### src/rtl/assert_macros.svh
// Assertion macros used by the RTL top level for its concurrent checks.
`ifndef ASSERT_MACROS_SVH
`define ASSERT_MACROS_SVH

// Checks a property on every clock edge outside of reset.
`define ASSERT_CLK(lbl, prop, msg) \
  lbl: assert property (@(posedge clk) disable iff (rst) prop) else $error(msg);

// Checks a property on every clock edge, reset included.
`define ASSERT_ALWAYS(lbl, prop, msg) \
  lbl: assert property (@(posedge clk) prop) else $error(msg);

`endif

### src/rtl/fsktd_pkg.sv
// Package with widths, constants and pipeline types of the 4FSK tone decision block.
`default_nettype none

package fsktd_pkg;

  localparam int TONE_COUNT = 4;
  localparam int MAG_W      = 31;
  localparam int TONE_W     = 2;
  localparam int MARGIN_W   = 10;
  localparam int QUO_W      = MARGIN_W;
  localparam int NUM_W      = MAG_W + QUO_W;
  localparam int PERMILLE   = 1000;
  localparam int IN_DATA_W  = ((TONE_COUNT * MAG_W + 7) / 8) * 8;
  localparam int OUT_DATA_W = ((TONE_W + MARGIN_W + 7) / 8) * 8;

  typedef logic [TONE_COUNT-1:0][MAG_W-1:0] mag_vec_t;

  typedef struct packed {
    logic [TONE_W-1:0] tone;
    logic              zero;
    logic [MAG_W-1:0]  divisor;
    logic [NUM_W-1:0]  rem;
    logic [QUO_W-1:0]  quo;
  } div_item_t;

endpackage

`default_nettype wire

### src/rtl/fsktd_select.sv
// Three-stage front end: pairwise compares, winner and runner-up pick, and scaling by 1000.
`default_nettype none

module fsktd_select
  import fsktd_pkg::*;
(
  input  wire logic      clk,
  input  wire logic      rst,
  input  wire logic      in_valid,
  output logic           in_ready,
  input  wire mag_vec_t  mags,
  output logic           out_valid,
  input  wire logic      out_ready,
  output div_item_t      out_item
);

  logic             v1, v2, v3;
  logic             en1, en2, en3;
  logic             w01, w23;
  logic [MAG_W-1:0] max01, min01, max23, min23;
  logic [TONE_W-1:0] tone2;
  logic [MAG_W-1:0] best2, runner2;
  logic             pick23;
  logic [MAG_W-1:0] diff;
  div_item_t        item3;

  assign en3      = !v3 || out_ready;
  assign en2      = !v2 || en3;
  assign en1      = !v1 || en2;
  assign in_ready = en1;

  always_ff @(posedge clk) begin
    if (rst) begin
      v1 <= 1'b0;
      v2 <= 1'b0;
      v3 <= 1'b0;
    end else begin
      if (en1) v1 <= in_valid;
      if (en2) v2 <= v1;
      if (en3) v3 <= v2;
    end
  end

  // Within each pair the higher index wins only when strictly larger.
  always_ff @(posedge clk) begin
    if (en1) begin
      w01   <= mags[1] > mags[0];
      max01 <= (mags[1] > mags[0]) ? mags[1] : mags[0];
      min01 <= (mags[1] > mags[0]) ? mags[0] : mags[1];
      w23   <= mags[3] > mags[2];
      max23 <= (mags[3] > mags[2]) ? mags[3] : mags[2];
      min23 <= (mags[3] > mags[2]) ? mags[2] : mags[3];
    end
  end

  assign pick23 = max23 > max01;

  // The runner-up is the larger of the winning pair's loser and the other pair's maximum.
  always_ff @(posedge clk) begin
    if (en2) begin
      if (pick23) begin
        tone2   <= {1'b1, w23};
        best2   <= max23;
        runner2 <= (min23 > max01) ? min23 : max01;
      end else begin
        tone2   <= {1'b0, w01};
        best2   <= max01;
        runner2 <= (min01 > max23) ? min01 : max23;
      end
    end
  end

  assign diff = best2 - runner2;

  // Multiplication by 1000 written as 1024 - 16 - 8.
  always_ff @(posedge clk) begin
    if (en3) begin
      item3.tone    <= tone2;
      item3.zero    <= (best2 == '0);
      item3.divisor <= best2;
      item3.rem     <= {diff, QUO_W'(0)} - (NUM_W'(diff) << 4) - (NUM_W'(diff) << 3);
      item3.quo     <= '0;
    end
  end

  assign out_valid = v3;
  assign out_item  = item3;

endmodule

`default_nettype wire

### src/rtl/fsktd_div_step.sv
// One registered restoring-division step that yields one quotient bit.
`default_nettype none

module fsktd_div_step
  import fsktd_pkg::*;
(
  input  wire logic      clk,
  input  wire logic      rst,
  input  wire logic      in_valid,
  output logic           in_ready,
  input  wire div_item_t in_item,
  output logic           out_valid,
  input  wire logic      out_ready,
  output div_item_t      out_item
);

  logic             v;
  logic             en;
  logic [NUM_W-1:0] shifted_div;
  logic             take;
  logic [NUM_W-1:0] rem_sub;
  div_item_t        item;

  assign en       = !v || out_ready;
  assign in_ready = en;

  // The partial remainder stays below the divisor times 2^QUO_W, so one fixed
  // compare against the divisor times 2^(QUO_W-1) decides each bit.
  assign shifted_div = {1'b0, in_item.divisor, (QUO_W - 1)'(0)};
  assign take        = in_item.rem >= shifted_div;
  assign rem_sub     = take ? (in_item.rem - shifted_div) : in_item.rem;

  always_ff @(posedge clk) begin
    if (rst) begin
      v <= 1'b0;
    end else if (en) begin
      v <= in_valid;
    end
  end

  always_ff @(posedge clk) begin
    if (en) begin
      item.tone    <= in_item.tone;
      item.zero    <= in_item.zero;
      item.divisor <= in_item.divisor;
      item.rem     <= {rem_sub[NUM_W-2:0], 1'b0};
      item.quo     <= {in_item.quo[QUO_W-2:0], take};
    end
  end

  assign out_valid = v;
  assign out_item  = item;

endmodule

`default_nettype wire

### src/rtl/fsk_tone_decision_margin_top.sv
// Top level of the 4FSK hard decision with per-mille confidence margin.
//
// One beat on the input stream carries the four tone magnitudes of a symbol.
// One beat on the output stream carries the winning tone index (lowest index
// on a tie) and the margin of the winner over the runner-up in per mille of
// the winner, which is zero when all tones are zero.
// The pipeline has thirteen register stages: two for the tone compares, one
// for the subtraction and scaling by 1000, and ten restoring-division steps,
// one quotient bit each. Throughput is one beat per cycle while the receiver
// keeps tready high. Each stage moves forward whenever it is empty or the next
// stage moves, so bubbles are squeezed out and the input keeps accepting while
// the output waits, until every stage holds a beat.
// When the receiver holds tready low the output beat stays unchanged.
// A synchronous reset empties all stages; no beat is lost or repeated across
// a stall.
`default_nettype none

`include "assert_macros.svh"

module fsk_tone_decision_margin_top
  import fsktd_pkg::*;
(
  input  wire logic                  clk,
  input  wire logic                  rst,
  input  wire logic                  s_axis_tvalid,
  output logic                       s_axis_tready,
  // tone_mag_0, tone_mag_1, tone_mag_2, tone_mag_3, zero padding
  input  wire logic [IN_DATA_W-1:0]  s_axis_tdata,
  output logic                       m_axis_tvalid,
  input  wire logic                  m_axis_tready,
  // winning_tone, margin_permille, zero padding
  output logic [OUT_DATA_W-1:0]      m_axis_tdata
);

  mag_vec_t  mags;
  logic      chain_valid [QUO_W+1];
  logic      chain_ready [QUO_W+1];
  div_item_t chain_item  [QUO_W+1];
  div_item_t last_item;
  logic [MARGIN_W-1:0] margin;

  assign mags = s_axis_tdata[TONE_COUNT*MAG_W-1:0];

  fsktd_select u_select (
    .clk       (clk),
    .rst       (rst),
    .in_valid  (s_axis_tvalid),
    .in_ready  (s_axis_tready),
    .mags      (mags),
    .out_valid (chain_valid[0]),
    .out_ready (chain_ready[0]),
    .out_item  (chain_item[0])
  );

  for (genvar i = 0; i < QUO_W; i++) begin : g_div
    fsktd_div_step u_step (
      .clk       (clk),
      .rst       (rst),
      .in_valid  (chain_valid[i]),
      .in_ready  (chain_ready[i]),
      .in_item   (chain_item[i]),
      .out_valid (chain_valid[i+1]),
      .out_ready (chain_ready[i+1]),
      .out_item  (chain_item[i+1])
    );
  end

  assign chain_ready[QUO_W] = m_axis_tready;
  assign last_item          = chain_item[QUO_W];
  assign margin             = last_item.zero ? '0 : last_item.quo;

  assign m_axis_tvalid = chain_valid[QUO_W];
  assign m_axis_tdata  = {(OUT_DATA_W - TONE_W - MARGIN_W)'(0), margin, last_item.tone};

  `ASSERT_ALWAYS(a_reset_empties, rst |=> !m_axis_tvalid, "output valid after reset")
  `ASSERT_CLK(a_margin_range, m_axis_tvalid |-> (margin <= MARGIN_W'(PERMILLE)), "margin above 1000")
  `ASSERT_CLK(a_full_only_when_stalled, !s_axis_tready |-> (m_axis_tvalid && !m_axis_tready), "input blocked with room")

endmodule

`default_nettype wire

### config.mk
export PLATFORM = sky130hd
export DESIGN_NAME = fsk_tone_decision_margin_top
export DESIGN_NICKNAME = d
export VERILOG_FILES = /design/src/rtl/fsktd_pkg.sv /design/src/rtl/fsktd_select.sv /design/src/rtl/fsktd_div_step.sv /design/src/rtl/fsk_tone_decision_margin_top.sv
export VERILOG_INCLUDE_DIRS = /design/src /design/src/rtl
export SDC_FILE = /design/constraint.sdc
export NUM_CORES = 2
export LEC_CHECK = 0
export BUFFER_PORTS_ARGS = -buffer_cell sky130_fd_sc_hd__buf_2
export CAP_MARGIN = 20
export CORE_ASPECT_RATIO = 0.75
export CORE_UTILIZATION = 55
export DETAILED_ROUTE_END_ITERATION = 6
export GPL_ROUTABILITY_DRIVEN = 0
export PLACE_DENSITY = 0.72
export SYNTH_ARGS = -nofsm -noshare
export SYNTH_HDL_FRONTEND = slang
export SYNTH_SLANG_ARGS = --single-unit
export TNS_END_PERCENT = 50
### constraint.sdc
create_clock -name clk -period 14.9 [get_ports clk]
set_input_delay 2.98 -clock clk [delete_from_list [all_inputs] [get_ports clk]]
set_output_delay 2.98 -clock clk [all_outputs]
set_load 0.05 [all_outputs]
==> out/metrics.cfg <==
[cts]
cts_made_buffers=95
cts_hold_repair.buffers=0
ctsResizeCount=0
clock-sinks=939
cts_root_buffer=clkbuf_16
worstSkewPairLatency_ns=0.70
clk_path_buf_depth=3
cts_setup_buffers=0
cts_tree=built
cts.reportedPaths.clkPinSlew_ns=0.06
cts_max_level=3

[synthesis]
seq_area_frac_synth=0.492
synth_cells=5204
synth_top_area_share=0.487
yosysWarnings=0
synthMuxAreaShare=0.0494
ys_types=86
synthTopCellsByArea=edfxtp_1 49%, ha_1 12%, inv_1 4.0%
synth_area_leader_cell=edfxtp_1
syn_area_um2=57100
ys.flop_type=edfxtp_1
synth_top_family_by_area=compound AO/OA/AOI/OAI gates
yosys.area_share.simple=0.0945
post_synth_fa_ha_maj_area_fraction=0.128
syn_area_per_cell_um2=11.0
synth_xor_area_frac=0.0457
synthArstFlopShare=0
synth_compound_area_frac=0.142
ys_ff_latch=939
synth_edf_count=926

[sta]
maxSlewViolCount=0
tns_ns=0
finalSetupViolCount=0
clock_skew_ns=0.0255
fin_crit_sh=0.642
rsz0062_at_grt=no
min_period_ns=9.57
max_slew_margin=0.249
hold_viol=0
max_freq_ghz=0.104
tightestPinTransition_ns=1.12

[floorplan]
die-area_um2=105000
io_pins=150
die_h_um=281
die_x_um=374
rows=101
initial_core_util=0.559
coreArea_um2=102000

[cells_and_area]
multi_input_area_um2=26400
finalNetCount=6067
area_growth_pct=9.86
ff_latch_area_um2=28100
fillCellCount=8027
drive_above_1_share=0.103

[job]
cap_violations=0

[routing]
wl_per_cell_um=20.3
dr.first_iter.drc_count=4213
via_per_inst=5.94
dr.pass1.iters=5
num_vias=40300
wirelength_mm=138
drcViolationCount=0
ant_nets=0

[placement]
portBuffers=141
hpwlAfterDp_mm=107

[global_route]
grt_pass1_wl_mm=214
grt_max_degree=82
antenna_found_initial=6
grt_usage=0.261
first_global_vias=37800
globalRouteOverflowTotal=0

[setup_path]
worstPathArrival_ns=6.59
endpoint_kind=primary output
cp_max_fo=66
criticalPathCategory=in2out
reg2reg_slack_ns=7.76
crit_path_start_kind=input pin
worstPathRequired_ns=11.92

[outcome]
status=complete, no violations

[hold_path]
hp-class=reg2reg

## final cells by class
type,instances,share of cell area
Clock buffer,114,0.0404
Multi-Input combinational cell,3546,0.421
Timing Repair Buffer,180,0.0164
Sequential cell,939,0.448
Inverter,606,0.0363
Tap cell,1339,0.0267
Antenna cell,2,0.0000798
Clock inverter,64,0.0112
## Yosys cell counts (all sizes together) (9+ instances only)
| library cell | count |
|---|---|
| xor2 | 116 |
| nor2 | 253 |
| buf | 26 |
| nand2b | 57 |
| fa | 29 |
| o41ai | 9 |
| a21boi | 23 |
| or2 | 19 |
| inv | 606 |
| or4 | 12 |
| and2 | 23 |
| nand4 | 83 |
| o211ai | 20 |
| ha | 538 |
| mux2 | 214 |
| xnor2 | 181 |
| a21oi | 424 |
| and4 | 10 |
| nor4 | 26 |
| o21bai | 42 |
| or3 | 15 |
| a31oi | 31 |
| dfxtp | 13 |
| clkbuf | 90 |
| a211oi | 38 |
| a221oi | 34 |
| mux2i | 41 |
| o21ai | 368 |
| and3 | 33 |
| a21o | 171 |
| o21a | 59 |
| edfxtp | 926 |
| nor3 | 53 |
| nand2 | 328 |
| o31ai | 18 |
| nand3 | 78 |
| nor2b | 88 |
| a2111oi | 11 |
## worst max-delay path, cell delays in order
cell	delay, ns
buf_2	0.10
nor2b_1	0.35
inv_1	0.54
nor2_1	0.35
and2_1	0.32
nand3_4	0.21
nor2_1	0.49
nand4_1	0.16
buf_4	0.37
or2_4	0.39
buf_2	0.22
## placed cells by master (no fill, tap or decap), drive strengths merged, types with 57 or more instances in the layout
master,netlist,routed
nand3,78,78
o21a,59,59
a21o,171,171
mux2,214,214
nand2b,57,57
buf,26,179
o21ai,368,368
a21oi,424,424
ha,538,538
nor2,253,253
xor2,116,116
nor2b,88,88
nand2,328,328
nand4,83,83
xnor2,181,181
inv,606,608
clkbuf,90,115
edfxtp,926,926
## through the flow
step           cells  hold slack [ns]   util  setup slack [ns]  cell area [um^2]
6_report        6790            0.417  0.615              5.33             62700
2_1_floorplan   5207            0.400      -              1.62             57100
3_5_place_dp    6607            0.405  0.582              5.35             59400
5_1_grt         6789            0.423  0.615              5.08             62700
3_3_place_gp    6606            0.404  0.582              5.45             59400
4_1_cts         6785            0.419  0.614              5.32             62600
## cell families after synthesis
logic type | after synthesis
AOI/OAI and AO/OA | 1320
and+or+nand+nor | 1103
DFF | 939
buffers and inverters | 722
adders and majority gates | 567
xor gates and xnor gates | 297
muxes | 255
other | 1
## metal layers
| metal | share of wire | global-route usage | up-vias | routed length [um] |
|---|---|---|---|---|
| li1 | - | - | 19400 | - |
| met1 | 0.49 | 0.411 | 19300 | 66900 |
| met2 | 0.38 | 0.344 | 1518 | 52400 |
| met3 | 0.12 | 0.0833 | 149 | 15900 |
| met4 | 0.016 | 0.0504 | 4 | 2130 |
| met5 | 0.0017 | 0.0143 | - | 231 |
## sequential cells by signal, indices dropped and copies added (netlist names), 2 cells and up
| signal | count |
|---|---|
| u_select.max01 | 31 |
| u_select.max23 | 31 |
| u_select.best2 | 31 |
| u_select.runner2 | 31 |
| g_div.u_step.out_item | 664 |
| u_select.min23 | 31 |
| u_select.tone2 | 2 |
| g_div.u_step.out_valid | 10 |
| u_select.out_item | 72 |
| u_select.min01 | 31 |
## worst paths after layout
kind / from / cells after the start / end
min: g_div[7].u_step.out_item[83] / 0 / g_div[8].u_step.out_item[83]
max: m_axis_tready / 11 / s_axis_tready
max reg2reg: u_select.best2[6] / 20 / u_select.out_item[50]
min reg2reg: g_div[7].u_step.out_item[83] / 0 / g_div[8].u_step.out_item[83]
Power is not shown: default switching activity piles up to over one toggle a cycle in this logic, so the estimate is an artifact.
